`config.mk`:
```
export PLATFORM = sky130hd
export DESIGN_NAME = frequency_ranked_recent_list_core_flat
export DESIGN_NICKNAME = d
export VERILOG_FILES = /design/src/hw/rtl/frl_pkg.sv /design/src/hw/rtl/frl_if.sv /design/src/hw/rtl/frl_ctrl.sv /design/src/hw/rtl/frl_datapath.sv /design/src/hw/rtl/frequency_ranked_recent_list_core.sv /design/src/flat_wrapper.sv
export SDC_FILE = /design/constraint.sdc
export NUM_CORES = 1
export LEC_CHECK = 0
export ABC_AREA = 1
export BUFFER_PORTS_ARGS = -buffer_cell sky130_fd_sc_hd__buf_4
export CAP_MARGIN = 20
export CORE_MARGIN = 2
export CORE_UTILIZATION = 40
export DETAILED_ROUTE_END_ITERATION = 8
export GPL_TIMING_DRIVEN = 0
export PLACE_DENSITY = 0.66
export SETUP_SLACK_MARGIN = 0.4
export SLEW_MARGIN = 20
export SYNTH_ARGS = -nofsm -noshare
export SYNTH_HDL_FRONTEND = slang
export SYNTH_HIERARCHICAL = 1
export SYNTH_SLANG_ARGS = --single-unit
```
`constraint.sdc`:
```
create_clock -name clk -period 11.15 [get_ports clk]
set_input_delay 0 -clock clk [delete_from_list [all_inputs] [get_ports clk]]
set_output_delay 0 -clock clk [all_outputs]
set_load 0.02 [all_outputs]
```
`src/hw/rtl/frl_pkg.sv`:
```
// ----------------------------------------------------------------------------
// frl_pkg
// Shared widths, reset values and controller/datapath handshake types for the
// frequency-ranked recent list.
// ----------------------------------------------------------------------------
package frl_pkg;

  // Port field widths
  localparam int unsigned IN_ID_W   = 16;
  localparam int unsigned RANK_W    = 4;
  localparam int unsigned OUT_ID_W  = 16;
  localparam int unsigned OUT_CNT_W = 16;
  localparam int unsigned CAP_W     = 5;

  localparam logic [CAP_W-1:0] CAP_RESET = 5'd8;

  // Commands from the controller to the datapath
  typedef struct packed {
    logic start;     // capture the new identifier, restart the scan
    logic search;    // scan entries for the identifier
    logic shift_rd;  // read the entry above the shift pointer
    logic shift_wr;  // write it one place down, step the pointer
    logic place;     // write the hit or missed entry, update occupancy
    logic read;      // stream the list to the output register
  } frl_cmd_t;

  // Status from the datapath to the controller
  typedef struct packed {
    logic scan_end;    // no read pending and no address left to issue
    logic match_now;   // entry under compare carries the identifier
    logic hit;         // identifier was found in this transaction
    logic same_pos;    // hit entry stays where it is
    logic shift_last;  // next shift write is the final one
  } frl_status_t;

endpackage

```
`src/hw/rtl/frl_if.sv`:
```
// ----------------------------------------------------------------------------
// frl_in_if / frl_out_if
// Valid/ready channels for identifier input and list readout.
// ----------------------------------------------------------------------------
interface frl_in_if import frl_pkg::*; ();
  logic               valid;
  logic               ready;
  logic [IN_ID_W-1:0] color_id;

  modport source (output valid, output color_id, input ready);
  modport sink   (input valid, input color_id, output ready);
endinterface

interface frl_out_if import frl_pkg::*; ();
  logic                 valid;
  logic                 ready;
  logic [RANK_W-1:0]    rank;
  logic [OUT_ID_W-1:0]  entry_id;
  logic [OUT_CNT_W-1:0] entry_count;
  logic                 was_present;
  logic                 did_evict;
  logic                 last_entry;

  modport source (output valid, output rank, output entry_id, output entry_count,
                  output was_present, output did_evict, output last_entry,
                  input ready);
  modport sink   (input valid, input rank, input entry_id, input entry_count,
                  input was_present, input did_evict, input last_entry,
                  output ready);
endinterface

```
`src/hw/rtl/frl_ctrl.sv`:
```
// ----------------------------------------------------------------------------
// frl_ctrl
// Sequencer: search, reorder, place and readout of one transaction.
// ----------------------------------------------------------------------------
module frl_ctrl import frl_pkg::*; (
  input  logic        clk,
  input  logic        rst_n,
  input  logic        in_valid,
  output logic        in_ready,
  input  frl_status_t status,
  output frl_cmd_t    cmd
);

  localparam logic [2:0] ST_IDLE     = 3'd0;
  localparam logic [2:0] ST_SEARCH   = 3'd1;
  localparam logic [2:0] ST_DECIDE   = 3'd2;
  localparam logic [2:0] ST_SHIFT_RD = 3'd3;
  localparam logic [2:0] ST_SHIFT_WR = 3'd4;
  localparam logic [2:0] ST_PLACE    = 3'd5;
  localparam logic [2:0] ST_READ     = 3'd6;

  logic [2:0] state_r;
  logic [2:0] state_nxt;

  always_comb begin
    state_nxt = state_r;
    cmd       = '0;
    in_ready  = 1'b0;
    unique case (state_r)
      ST_IDLE: begin
        in_ready = 1'b1;
        if (in_valid) begin
          cmd.start = 1'b1;
          state_nxt = ST_SEARCH;
        end
      end
      ST_SEARCH: begin
        cmd.search = 1'b1;
        if (status.match_now || status.scan_end) begin
          state_nxt = ST_DECIDE;
        end
      end
      ST_DECIDE: begin
        if (status.hit && !status.same_pos) begin
          state_nxt = ST_SHIFT_RD;
        end else begin
          state_nxt = ST_PLACE;
        end
      end
      ST_SHIFT_RD: begin
        cmd.shift_rd = 1'b1;
        state_nxt    = ST_SHIFT_WR;
      end
      ST_SHIFT_WR: begin
        cmd.shift_wr = 1'b1;
        state_nxt    = status.shift_last ? ST_PLACE : ST_SHIFT_RD;
      end
      ST_PLACE: begin
        cmd.place = 1'b1;
        state_nxt = ST_READ;
      end
      ST_READ: begin
        cmd.read = 1'b1;
        if (status.scan_end) begin
          state_nxt = ST_IDLE;
        end
      end
      default: begin
        state_nxt = ST_IDLE;
      end
    endcase
  end

  always_ff @(posedge clk) begin
    if (!rst_n) begin
      state_r <= ST_IDLE;
    end else begin
      state_r <= state_nxt;
    end
  end

endmodule

```
`src/hw/rtl/frl_datapath.sv`:
```
// ----------------------------------------------------------------------------
// frl_datapath
// Entry memory, scan pointers, placement logic and the output register.
// ----------------------------------------------------------------------------
module frl_datapath import frl_pkg::*; #(
  parameter int unsigned MAX_ENTRIES = 16,
  parameter int unsigned ID_BITS     = 16,
  parameter int unsigned COUNT_BITS  = 16
) (
  input  logic               clk,
  input  logic               rst_n,
  input  logic               cfg_we,
  input  logic [CAP_W-1:0]   cfg_data,
  input  logic [IN_ID_W-1:0] in_color_id,
  input  frl_cmd_t           cmd,
  output frl_status_t        status,
  frl_out_if.source          out_ch
);

  localparam int unsigned IDX_W = $clog2(MAX_ENTRIES);
  localparam int unsigned OCC_W = $clog2(MAX_ENTRIES + 1);
  localparam logic [IDX_W-1:0]      IDX_ONE   = IDX_W'(1);
  localparam logic [OCC_W-1:0]      OCC_ONE   = OCC_W'(1);
  localparam logic [COUNT_BITS-1:0] COUNT_MAX = '1;
  localparam logic [COUNT_BITS-1:0] COUNT_ONE = COUNT_BITS'(1);

  // Entry memory
  logic [ID_BITS-1:0]    mem_id  [MAX_ENTRIES];
  logic [COUNT_BITS-1:0] mem_cnt [MAX_ENTRIES];

  logic                  rd_en;
  logic [IDX_W-1:0]      rd_addr;
  logic [ID_BITS-1:0]    rd_id_r;
  logic [COUNT_BITS-1:0] rd_cnt_r;
  logic                  wr_en;
  logic [IDX_W-1:0]      wr_addr;
  logic [ID_BITS-1:0]    wr_id;
  logic [COUNT_BITS-1:0] wr_cnt;

  // Control and working registers
  logic [CAP_W-1:0]      cap_r;
  logic [OCC_W-1:0]      occ_r;
  logic [OCC_W-1:0]      addr_r;
  logic [IDX_W-1:0]      idx_r;
  logic                  valid_r;
  logic [ID_BITS-1:0]    id_r;
  logic                  hit_r;
  logic                  evict_r;
  logic [IDX_W-1:0]      sh_r;
  logic [IDX_W-1:0]      q_r;
  logic [COUNT_BITS-1:0] cnt_r;
  logic [IDX_W-1:0]      run_start_r;
  logic [COUNT_BITS-1:0] prev_cnt_r;

  // Output register
  logic                 out_valid_r;
  logic [RANK_W-1:0]    out_rank_r;
  logic [OUT_ID_W-1:0]  out_id_r;
  logic [OUT_CNT_W-1:0] out_cnt_r;
  logic                 out_present_r;
  logic                 out_evict_r;
  logic                 out_last_r;

  logic                  more;
  logic                  match;
  logic                  out_free;
  logic                  move;
  logic                  valid_nxt;
  logic                  full;
  logic [31:0]           cap32;
  logic [31:0]           eff32;
  logic [31:0]           occ32;
  logic [OCC_W-1:0]      occ_dec;
  logic [OCC_W-1:0]      miss_pos;
  logic [63:0]           id_wide;
  logic [63:0]           out_id_wide;
  logic [63:0]           out_cnt_wide;
  logic [31:0]           rank_wide;
  logic [IDX_W-1:0]      last_idx;
  logic                  new_run;
  logic                  sat;

  assign more     = addr_r < occ_r;
  assign match    = rd_id_r == id_r;
  assign out_free = !out_valid_r || out_ch.ready;
  assign move     = cmd.read && valid_r && out_free;
  assign sat      = rd_cnt_r == COUNT_MAX;
  assign new_run  = (idx_r == '0) || (rd_cnt_r != prev_cnt_r);

  // Capacity clamps to 1..MAX_ENTRIES
  always_comb begin
    cap32 = 32'(cap_r);
    occ32 = 32'(occ_r);
    if (cap32 == 32'd0) begin
      eff32 = 32'd1;
    end else if (cap32 > MAX_ENTRIES) begin
      eff32 = 32'(MAX_ENTRIES);
    end else begin
      eff32 = cap32;
    end
    full     = occ32 >= eff32;
    occ_dec  = occ_r - OCC_ONE;
    miss_pos = full ? occ_dec : occ_r;
  end

  always_comb begin
    id_wide      = 64'(in_color_id);
    out_id_wide  = 64'(rd_id_r);
    out_cnt_wide = 64'(rd_cnt_r);
    rank_wide    = 32'(idx_r);
    last_idx     = occ_dec[IDX_W-1:0];
  end

  // Memory port selection
  always_comb begin
    rd_en   = 1'b0;
    rd_addr = addr_r[IDX_W-1:0];
    if (cmd.search) begin
      rd_en = more;
    end else if (cmd.read) begin
      rd_en = more && (!valid_r || move);
    end else if (cmd.shift_rd) begin
      rd_en   = 1'b1;
      rd_addr = sh_r - IDX_ONE;
    end

    wr_en   = 1'b0;
    wr_addr = sh_r;
    wr_id   = rd_id_r;
    wr_cnt  = rd_cnt_r;
    if (cmd.shift_wr) begin
      wr_en = 1'b1;
    end else if (cmd.place) begin
      wr_en = 1'b1;
      wr_id = id_r;
      if (hit_r) begin
        wr_addr = q_r;
        wr_cnt  = cnt_r;
      end else begin
        wr_addr = miss_pos[IDX_W-1:0];
        wr_cnt  = COUNT_ONE;
      end
    end
  end

  always_comb begin
    valid_nxt = valid_r;
    if (cmd.start || cmd.place) begin
      valid_nxt = 1'b0;
    end else if (cmd.search) begin
      valid_nxt = rd_en;
    end else if (cmd.read) begin
      valid_nxt = rd_en || (valid_r && !move);
    end
  end

  always_ff @(posedge clk) begin
    if (wr_en) begin
      mem_id[wr_addr]  <= wr_id;
      mem_cnt[wr_addr] <= wr_cnt;
    end
    if (rd_en) begin
      rd_id_r  <= mem_id[rd_addr];
      rd_cnt_r <= mem_cnt[rd_addr];
    end
  end

  // Control state
  always_ff @(posedge clk) begin
    if (!rst_n) begin
      cap_r       <= CAP_RESET;
      occ_r       <= '0;
      valid_r     <= 1'b0;
      out_valid_r <= 1'b0;
    end else begin
      if (cfg_we) begin
        cap_r <= cfg_data;
      end
      if (cmd.place && !hit_r && !full) begin
        occ_r <= occ_r + OCC_ONE;
      end
      valid_r <= valid_nxt;
      if (move) begin
        out_valid_r <= 1'b1;
      end else if (out_ch.ready) begin
        out_valid_r <= 1'b0;
      end
    end
  end

  // Working registers
  always_ff @(posedge clk) begin
    if (cmd.start) begin
      id_r    <= id_wide[ID_BITS-1:0];
      hit_r   <= 1'b0;
      evict_r <= 1'b0;
    end
    if (cmd.start || cmd.place) begin
      addr_r <= '0;
    end else if (rd_en && !cmd.shift_rd) begin
      addr_r <= addr_r + OCC_ONE;
      idx_r  <= addr_r[IDX_W-1:0];
    end
    if (cmd.search && valid_r) begin
      prev_cnt_r <= rd_cnt_r;
      if (new_run) begin
        run_start_r <= idx_r;
      end
      if (match) begin
        hit_r <= 1'b1;
        sh_r  <= idx_r;
        cnt_r <= sat ? rd_cnt_r : rd_cnt_r + COUNT_ONE;
        // The list stays sorted, so the entry moves to the head of its run of
        // equal counts; a saturated count stays put.
        q_r   <= (sat || new_run) ? idx_r : run_start_r;
      end
    end
    if (cmd.shift_wr) begin
      sh_r <= sh_r - IDX_ONE;
    end
    if (cmd.place && !hit_r) begin
      evict_r <= full;
    end
    if (move) begin
      out_rank_r    <= rank_wide[RANK_W-1:0];
      out_id_r      <= out_id_wide[OUT_ID_W-1:0];
      out_cnt_r     <= out_cnt_wide[OUT_CNT_W-1:0];
      out_present_r <= hit_r;
      out_evict_r   <= evict_r;
      out_last_r    <= idx_r == last_idx;
    end
  end

  always_comb begin
    status.scan_end   = !valid_r && !more;
    status.match_now  = valid_r && match;
    status.hit        = hit_r;
    status.same_pos   = sh_r == q_r;
    status.shift_last = sh_r == (q_r + IDX_ONE);
  end

  assign out_ch.valid       = out_valid_r;
  assign out_ch.rank        = out_rank_r;
  assign out_ch.entry_id    = out_id_r;
  assign out_ch.entry_count = out_cnt_r;
  assign out_ch.was_present = out_present_r;
  assign out_ch.did_evict   = out_evict_r;
  assign out_ch.last_entry  = out_last_r;

endmodule

```
`src/hw/rtl/frequency_ranked_recent_list_core.sv`:
```
// ----------------------------------------------------------------------------
// frequency_ranked_recent_list_core
// List of recently used identifiers kept in order of descending use count.
// ----------------------------------------------------------------------------
// Usage:
//   in_ch  : one identifier per transaction (valid/ready, accepted when both
//            are high). Taken only while the block is between transactions.
//   out_ch : after each identifier the whole list streams out, rank 0 first,
//            one transaction per entry, last_entry marking the final one.
//   cfg_we/cfg_data : capacity write, taken at any edge with cfg_we high;
//            write it only while the block is idle.
// Each identifier steps through search, decide, reorder (one read and one
// write per moved entry), place and readout. The single read and single
// write port of the entry memory set the pace: it is scanned once to
// search, once per moved entry to reorder, and once to read out. The
// readout itself moves one entry per cycle while the receiver keeps ready
// high.
// Reset clears the occupancy (empty list), restores capacity 8 and empties
// the output register; entry storage is not cleared.
// A stalled receiver holds the output register; the readout waits and
// resumes without losing or repeating entries. A new identifier may be
// accepted while the final entry of the previous list still waits.
// ----------------------------------------------------------------------------
module frequency_ranked_recent_list_core import frl_pkg::*; #(
  parameter int unsigned MAX_ENTRIES = 16,
  parameter int unsigned ID_BITS     = 16,
  parameter int unsigned COUNT_BITS  = 16
) (
  input  logic             clk,
  input  logic             rst_n,
  input  logic             cfg_we,
  input  logic [CAP_W-1:0] cfg_data,
  frl_in_if.sink           in_ch,
  frl_out_if.source        out_ch
);

  frl_cmd_t    cmd;
  frl_status_t status;
  logic        ctl_in_ready;

  // Sequencer: owns the input handshake and steps through each transaction
  frl_ctrl u_ctrl (
    .clk      (clk),
    .rst_n    (rst_n),
    .in_valid (in_ch.valid),
    .in_ready (ctl_in_ready),
    .status   (status),
    .cmd      (cmd)
  );

  assign in_ch.ready = ctl_in_ready;

  // Storage, scan, reorder and output register
  frl_datapath #(
    .MAX_ENTRIES (MAX_ENTRIES),
    .ID_BITS     (ID_BITS),
    .COUNT_BITS  (COUNT_BITS)
  ) u_datapath (
    .clk         (clk),
    .rst_n       (rst_n),
    .cfg_we      (cfg_we),
    .cfg_data    (cfg_data),
    .in_color_id (in_ch.color_id),
    .cmd         (cmd),
    .status      (status),
    .out_ch      (out_ch)
  );

endmodule
```
`src/flat_wrapper.sv`:
```
// flat-port wrapper written by rule: the top's interface ports become plain ports
module frequency_ranked_recent_list_core_flat import frl_pkg::*;
#(
  parameter int unsigned MAX_ENTRIES = 16,
  parameter int unsigned ID_BITS     = 16,
  parameter int unsigned COUNT_BITS  = 16
)
  (clk, rst_n, cfg_we, cfg_data, in_ch_valid, in_ch_color_id, in_ch_ready, out_ch_valid, out_ch_rank, out_ch_entry_id, out_ch_entry_count, out_ch_was_present, out_ch_did_evict, out_ch_last_entry, out_ch_ready);
  frl_in_if in_ch_i ();
  frl_out_if out_ch_i ();
  input  logic clk;
  input  logic rst_n;
  input  logic cfg_we;
  input  logic [CAP_W-1:0] cfg_data;
  input wire logic [$bits(in_ch_i.valid)-1:0] in_ch_valid;
  input wire logic [$bits(in_ch_i.color_id)-1:0] in_ch_color_id;
  output wire logic [$bits(in_ch_i.ready)-1:0] in_ch_ready;
  output wire logic [$bits(out_ch_i.valid)-1:0] out_ch_valid;
  output wire logic [$bits(out_ch_i.rank)-1:0] out_ch_rank;
  output wire logic [$bits(out_ch_i.entry_id)-1:0] out_ch_entry_id;
  output wire logic [$bits(out_ch_i.entry_count)-1:0] out_ch_entry_count;
  output wire logic [$bits(out_ch_i.was_present)-1:0] out_ch_was_present;
  output wire logic [$bits(out_ch_i.did_evict)-1:0] out_ch_did_evict;
  output wire logic [$bits(out_ch_i.last_entry)-1:0] out_ch_last_entry;
  input wire logic [$bits(out_ch_i.ready)-1:0] out_ch_ready;
  assign in_ch_i.valid = in_ch_valid;
  assign in_ch_i.color_id = in_ch_color_id;
  assign in_ch_ready = in_ch_i.ready;
  assign out_ch_valid = out_ch_i.valid;
  assign out_ch_rank = out_ch_i.rank;
  assign out_ch_entry_id = out_ch_i.entry_id;
  assign out_ch_entry_count = out_ch_i.entry_count;
  assign out_ch_was_present = out_ch_i.was_present;
  assign out_ch_did_evict = out_ch_i.did_evict;
  assign out_ch_last_entry = out_ch_i.last_entry;
  assign out_ch_i.ready = out_ch_ready;
  frequency_ranked_recent_list_core #(.MAX_ENTRIES(MAX_ENTRIES), .ID_BITS(ID_BITS), .COUNT_BITS(COUNT_BITS)) u_core (.clk(clk), .rst_n(rst_n), .cfg_we(cfg_we), .cfg_data(cfg_data), .in_ch(in_ch_i), .out_ch(out_ch_i));
endmodule
```
==> results.py, run 1 <==
metrics = {
    "critical_path": {
        "worstPathRequired_ns": 11.45,
        "cp_slowest_cell": "nor2_4",
        "cp_num_buf_inv": 6,
        "critPathMaxStageDelay_ns": 0.71,
        "end_kind": "register",
        "arrival_ns": 4.31,
        "crit_chain": "inv_2, nor2_2, inv_1, nor2_1, inv_1, nor2_1, inv_1, buf_2, nor2_1, nand2_1, o21ai_0, nand3_1, nor2_4, buf_16",
        "cpLargestDelayFamily": "simple AND/OR/NAND/NOR gates",
        "critPathLaunchType": "register",
        "critPathMaxFanout": 17,
        "criticalPathCategory": "reg -> reg",
    },
    "cts": {
        "cts.sink_count": 669,
        "cts_setup_buffers": 0,
        "htreeDepth": 3,
        "path_clk_slew_ns": 0.06,
        "numCtsBuffers": 70,
        "cts_root_buf": "clkbuf_16",
        "clockBufferDepth": 3,
        "cts_tree": "done",
        "clk_latency_ns": 0.62,
    },
    "route": {
        "wire_per_inst_um": 23.4,
        "via_count": 19000,
        "drt-vias-per-instance": 5.55,
        "firstDrtPassIters": 6,
        "final_antenna_net_count": 0,
        "finalWirelength_um": 79900,
        "drt_iter0_markers": 2487,
        "drc": 0,
    },
    "logic_synthesis": {
        "synth-seq-cells": 669,
        "ys_types": 40,
        "synth.cell_area_sq_um": 27700,
        "synth_top_area_cell": "edfxtp_1",
        "syn-num-nets": 2265,
        "avgSynthCellArea_sq_um": 12.4,
        "ys_warn_count": 6,
        "synth_top_cell_area_share_pct": 70.3,
        "syn-instance-count": 2224,
        "ys_seq_area_share_pct": 71.9,
        "synthTopCellsByArea": "edfxtp_1 (70%), o21ai_0 (6.4%), o211ai_1 (3.6%), nor2_1 (3.1%), inv_1 (2.6%)",
    },
    "die": {
        "start_util_pct": 40.3,
        "io_pins": 67,
        "die_area_sq_um": 71300,
        "die_x_um": 267,
        "die_y_um": 267,
        "std_cell_rows": 96,
        "coreArea_sq_um": 68600,
    },
    "timing": {
        "fin_crit_sh_pct": 36.0,
        "min_period_ns": 4.02,
        "setup_viol": 0,
        "maxSlewHeadroom_pct": 30.6,
        "rsz0062_at_grt": "no",
        "finClkSkew_ns": 0.0263,
        "fmax_mhz": 249,
        "maxSlewViolCount": 0,
        "worst_slew_pin_slew_ns": 1.04,
        "hold_viol_final": 0,
        "fin_tns_setup_ns": 0,
    },
    "global_routing": {
        "grt_max_degree": 25,
        "gr-total-overflow": 0,
        "grt.total_usage_pct": 22.4,
        "grt_pass1_wl_um": 117000,
        "antenna_found_initial": 2,
        "grt_pass1_vias": 18600,
    },
    "power": {
        "p_per_area_nw_per_um2": 177,
        "peakVddDrop_mv": 0.114,
        "leakagePower_nw": 11.7,
    },
    "flow_run": {
        "cap_violations": 0,
    },
    "final_layout": {
        "area_growth_pct": 18.8,
        "fillCellCount": 5797,
        "final_util_pct": 47.9,
        "finalNetCount": 2474,
        "drive_gt1_share_pct": 14.4,
    },
    "placement": {
        "dpl.hpwl_um": 54700,
        "place.gp.congestion": 0.906,
        "numPortBuffers": 66,
    },
    "outcome": {
        "status": "complete, no violations",
    },
    "hold_path": {
        "hold_path_class": "in -> reg",
    },
}
## through the flow
stage | instance area, sq um | worst slack, ns | instances | power, mW | hold slack [ns]
final | 32900 | 7.13 | 3419 | 5.82 | 0.110
after global routing | 32900 | 6.93 | 3419 | 5.99 | 0.118
after CTS | 32900 | 7.21 | 3418 | 5.83 | 0.0929
after detailed placement | 30200 | 7.23 | 3258 | 3.49 | 0.179
after global placement | 29300 | 5.69 | 3221 | 3.46 | 0.180
after floorplan | 27700 | 7.54 | 2224 | 3.22 | 0.0976
## what timing repair did
item | 4_1_cts | 5_1_grt
hold buffers | 34 | 0
resized for setup | 0 | 0
endpoints found under the hold margin | 42 | 0
## path summary, 6_finish.rpt
kind | from | end | slack, ns | depth (start not counted)
max reg2reg | u_core/u_ctrl/state_r[0] | u_core/u_datapath/mem_cnt[14][0] | 7.13 | 14
min reg2reg | u_core/u_datapath/rd_id_r[11] | u_core/u_datapath/out_ch.entry_id[11] | 0.45 | 0
min | in_ch_color_id[15] | u_core/u_datapath/id_r[15] | 0.11 | 2
max | u_core/u_ctrl/state_r[0] | u_core/u_datapath/mem_cnt[14][0] | 7.13 | 14
## kinds of logic (layout without fill, tap and decap cells)
| logic type | Yosys count | count (layout) | synth area share (%) |
|---|---|---|---|
| XOR/XNOR | 40 | 40 | 1.27 |
| flip-flops | 669 | 669 | 71.9 |
| multiplexers | 1 | 1 | 0.0362 |
| buffers and inverters | 321 | 584 | 4.90 |
| AND/OR/NAND/NOR | 602 | 602 | 9.35 |
| AO/OA/AOI/OAI | 576 | 576 | 11.9 |
| other | 0 | 1 | 0 |
| adder cells (fa/ha/maj) | 15 | 15 | 0.678 |
## synthesized netlist by cell type
cell	instances
o21ai_1	44
and3_1	1
buf_6	3
ha_1	15
xnor2_1	20
nand3_4	1
clkbuf_1	38
inv_1	195
nor4_1	5
inv_2	9
buf_4	14
o21ai_4	2
buf_2	51
buf_1	2
nand3_1	124
or2_2	12
o21ai_2	2
nand2_2	2
a21o_1	1
a21oi_2	1
edfxtp_1	648
nand3b_2	1
nor2_2	4
nor3b_1	7
o211ai_1	132
nand3_2	2
o21ai_0	354
nand2_1	192
o21a_1	1
dfxtp_1	21
nand4_1	14
o21bai_1	17
o22ai_1	1
nand3b_1	1
clkbuf_2	9
a21oi_1	21
nor2_1	226
nor3_1	10
mux2i_1	1
xor2_1	20
## registers in the layout (all words and copies together), names as in the netlist, 3 cells and up
| register | count |
|---|---|
| u_core/u_datapath/rd_cnt_r | 16 |
| u_core/u_datapath/q_r | 4 |
| u_core/u_datapath/addr_r | 5 |
| u_core/u_datapath/out_ch.entry_count | 16 |
| u_core/u_datapath/cap_r | 5 |
| u_core/u_datapath/out_ch.rank | 4 |
| u_core/u_datapath/prev_cnt_r | 16 |
| u_core/u_datapath/rd_id_r | 16 |
| u_core/u_ctrl/state_r | 3 |
| u_core/u_datapath/occ_r | 5 |
| u_core/u_datapath/cnt_r | 16 |
| u_core/u_datapath/mem_cnt | 256 |
| u_core/u_datapath/run_start_r | 4 |
| u_core/u_datapath/sh_r | 4 |
| u_core/u_datapath/mem_id | 256 |
| u_core/u_datapath/id_r | 16 |
| u_core/u_datapath/idx_r | 4 |
| u_core/u_datapath/out_ch.entry_id | 16 |
## cells in the final DEF, fill, tap and decap left out, types with 9 or more instances in the layout
cell,synthesis,final
clkbuf_2,9,9
dfxtp_1,21,21
nand2_1,192,191
buf_2,51,51
buf_6,3,10
a21oi_1,21,19
inv_1,195,195
buf_16,0,15
nand3_1,124,124
dlygate4sd3_1,0,34
o21ai_0,354,332
xnor2_1,20,20
o21bai_1,17,17
edfxtp_1,648,648
ha_1,15,15
o21ai_1,44,49
buf_4,14,88
o21ai_2,2,19
clkinv_2,0,12
clkbuf_1,38,52
o211ai_1,132,132
xor2_1,20,20
nand4_1,14,14
nor2_4,0,16
or2_2,12,12
inv_2,9,9
clkbuf_16,0,73
nor2_1,226,210
## routing by layer
| metal | up-vias | global-route usage, % | share of wire [%] | routed length, um |
|---|---|---|---|---|
| li1 | 8446 | - | - | - |
| met1 | 9286 | 28.1 | 38 | 30000 |
| met2 | 1057 | 37.3 | 48 | 38600 |
| met3 | 189 | 4.56 | 10 | 8230 |
| met4 | 2 | 10.2 | 3.8 | 3060 |
| met5 | - | 0 | 0.014 | 11 |
## layout make-up
class / count / area (sq um) / area share (%)
clock inverter: 39 / 422 / 1.28
buffer: 117 / 589 / 1.79
multi-input combinational: 1234 / 6640 / 20.2
tap: 931 / 1160 / 3.54
inverter: 204 / 766 / 2.33
sequential: 669 / 19900 / 60.5
antenna: 1 / 2.50 / 0.00761
clock buffer: 87 / 1880 / 5.72
timing repair buffer: 137 / 1520 / 4.62
## power by group
part	total (mW)	switching [mW]	internal [mW]
Combinational	0.632	0.459	0.173
Clock	2.35	0.964	1.39
Sequential	2.83	0.0253	2.81
Power figures use the tool's default switching activity.
==> run 2, diff against run 1 <==
==> constraint.sdc (replaced) <==
create_clock -name clk -period 3.7 [get_ports clk]
set_input_delay 0 -clock clk [delete_from_list [all_inputs] [get_ports clk]]
set_output_delay 0 -clock clk [all_outputs]
set_load 0.02 [all_outputs]
==> run 2 against run 1 <==
  * Sequential share of layout area decreased by 0.40 points
  * Power grew to 2.9 times the previous value
  * Utilization rose by 0.32 points
  * Via count up 1.9%
  * Critical path depth shrank 5
  * Die area unchanged
  * Maximum frequency up 18%
  * Clock skew shrank 0.0018 ns
  * Global-route usage is 0.23 points higher
  * Combinational power grew to 3.1 times the previous value
  * Count of clock-buffer cells in the layout fell by 3
==> results.py, run 2 (synthesis results as in run 1) <==
metrics = {
    "outcome": {
        "status": "complete, no violations",
    },
    "placement": {
        "dpl.hpwl_um": 54900,
        "numPortBuffers": 66,
        "placed_cell_area_sq_um": 30300,
        "place.gp.congestion": 0.889,
    },
    "timing": {
        "maxSlewHeadroom_pct": 36.9,
        "fmax_mhz": 295,
        "rsz0062_at_grt": "yes",
        "maxSlewViolCount": 0,
        "fin_tns_setup_ns": 0,
        "fin_crit_sh_pct": 91.7,
        "min_period_ns": 3.39,
        "setup_viol": 0,
        "worst_slew_pin_slew_ns": 0.946,
        "finClkSkew_ns": 0.0245,
        "hold_viol_final": 0,
    },
    "global_routing": {
        "grt_max_degree": 25,
        "grt_pass1_vias": 18900,
        "grt.total_usage_pct": 22.6,
        "grt_pass1_wl_um": 118000,
        "antenna_found_initial": 4,
        "gr-total-overflow": 0,
    },
    "die": {
        "die_x_um": 267,
        "start_util_pct": 40.3,
        "die_y_um": 267,
        "coreArea_sq_um": 68600,
        "std_cell_rows": 96,
        "io_pins": 67,
        "die_area_sq_um": 71300,
    },
    "critical_path": {
        "critPathMaxFanout": 10,
        "end_kind": "register",
        "arrival_ns": 3.82,
        "critPathLaunchType": "register",
        "criticalPathCategory": "reg -> reg",
        "worstPathRequired_ns": 4.13,
    },
    "cts": {
        "numCtsBuffers": 69,
        "clk_latency_ns": 0.62,
        "clockBufferDepth": 3,
        "htreeDepth": 3,
        "cts_root_buf": "clkbuf_16",
        "cts_tree": "done",
        "cts.sink_count": 669,
        "path_clk_slew_ns": 0.06,
    },
    "route": {
        "firstDrtPassIters": 6,
        "drt-vias-per-instance": 5.62,
        "wire_per_inst_um": 23.7,
        "final_antenna_net_count": 0,
        "finalWirelength_um": 81500,
        "drc": 0,
        "via_count": 19300,
        "drt_iter0_markers": 2390,
    },
    "flow_run": {
        "cap_violations": 0,
    },
    "power": {
        "seq_power_share_pct": 50.1,
        "p_switching_mw": 4.34,
        "power.share.clock_pct": 38.4,
        "leakagePower_nw": 11.9,
        "p_per_area_nw_per_um2": 515,
        "peakVddDrop_mv": 0.305,
        "p_int_mw": 12.7,
        "p_comb_share_pct": 11.5,
        "p_sw_share_pct": 25.5,
    },
    "final_layout": {
        "finalNetCount": 2499,
        "top_regs": "u_core/u_datapath/mem_cnt: 256 flops, u_core/u_datapath/mem_id: 256 flops",
        "area_growth_pct": 19.6,
        "mostFrequentLayoutCell": "edfxtp_1",
        "mostFrequentLayoutCells": "edfxtp_1 (648), o21ai_0 (331), nor2_1 (208)",
        "fin_area_sq_um": 33100,
        "drive_gt1_share_pct": 16.1,
    },
    "hold_path": {
        "hold_path_class": "in -> reg",
    },
}
-- run 2: critical path, cell delays in order (launching register included) --
cell and delay (ns):
dfxtp_1 0.29, buf_2 0.17, inv_2 0.15, nand3_1 0.12
inv_1 0.17, nand3_4 0.21, o21ai_2 0.65, buf_1 0.76
o211ai_1 0.37, nand2_1 0.29
-- run 2: what timing repair did --
action / 4_1_cts / 5_1_grt
hold buffers: 34 / 0
gates cloned: 0 / 0
setup buffers: 20 / 3
pin swaps: 16 / 3
endpoints found under the hold margin: 35 / 0
resized for setup: 10 / 34
endpoints found under the setup margin: 754 / 633
-- run 2: per-layer routing --
metal | track usage (%) | vias to the layer above | routed length [um]
met5 | 0 | - | 10
met4 | 11.1 | 2 | 3880
met3 | 4.93 | 248 | 8960
met2 | 37.6 | 1204 | 39000
met1 | 27.9 | 9401 | 29700
li1 | - | 8494 | -
-- run 2: metrics by stage --
step           setup WS (ns)  cells  util [%]  hold slack (ns)  total power [mW]
3_5_place_dp          -0.235   3261      44.1            0.179              10.5
5_1_grt                0.325   3438      48.2            0.117              17.5
4_1_cts                0.462   3435      48.1           0.0928              17.0
3_3_place_gp           -1.82   3221      42.8            0.179              10.4
6_report               0.308   3440      48.2            0.111              17.0
2_1_floorplan         0.0910   2224         -           0.0976              9.71
-- run 2: worst paths after layout --
check,start,end,depth (start not counted),slack (ns)
hold reg to reg,u_core/u_datapath/rd_id_r[5],u_core/u_datapath/out_ch.entry_id[5],0,0.45
setup / recovery,u_core/u_ctrl/state_r[2],u_core/u_datapath/rd_cnt_r[3],9,0.31
hold / removal,in_ch_color_id[4],u_core/u_datapath/id_r[4],2,0.11
setup reg to reg,u_core/u_ctrl/state_r[2],u_core/u_datapath/rd_cnt_r[3],9,0.31
-- run 2: layout make-up --
type                       count  area [sq um]
timing repair buffer         163          1870
sequential                   669         19900
clock buffer                  84          1800
tap                          931          1160
inverter                     204           766
multi-input combinational   1234          6700
buffer                       117           609
antenna                        2          5.00
clock inverter                36           282
fill                        5792         35500
-- run 2: power groups by stage --
| stage | registers (mW) | logic (mW) | clock network, mW |
|---|---|---|---|
| floorplan | 8.67 | 1.04 | 0 |
| global placement | 8.71 | 1.71 | 0 |
| detailed placement | 8.70 | 1.82 | 0 |
| CTS | 8.54 | 1.87 | 6.61 |
| global route | 8.55 | 2.07 | 6.92 |
| finish | 8.54 | 1.95 | 6.54 |
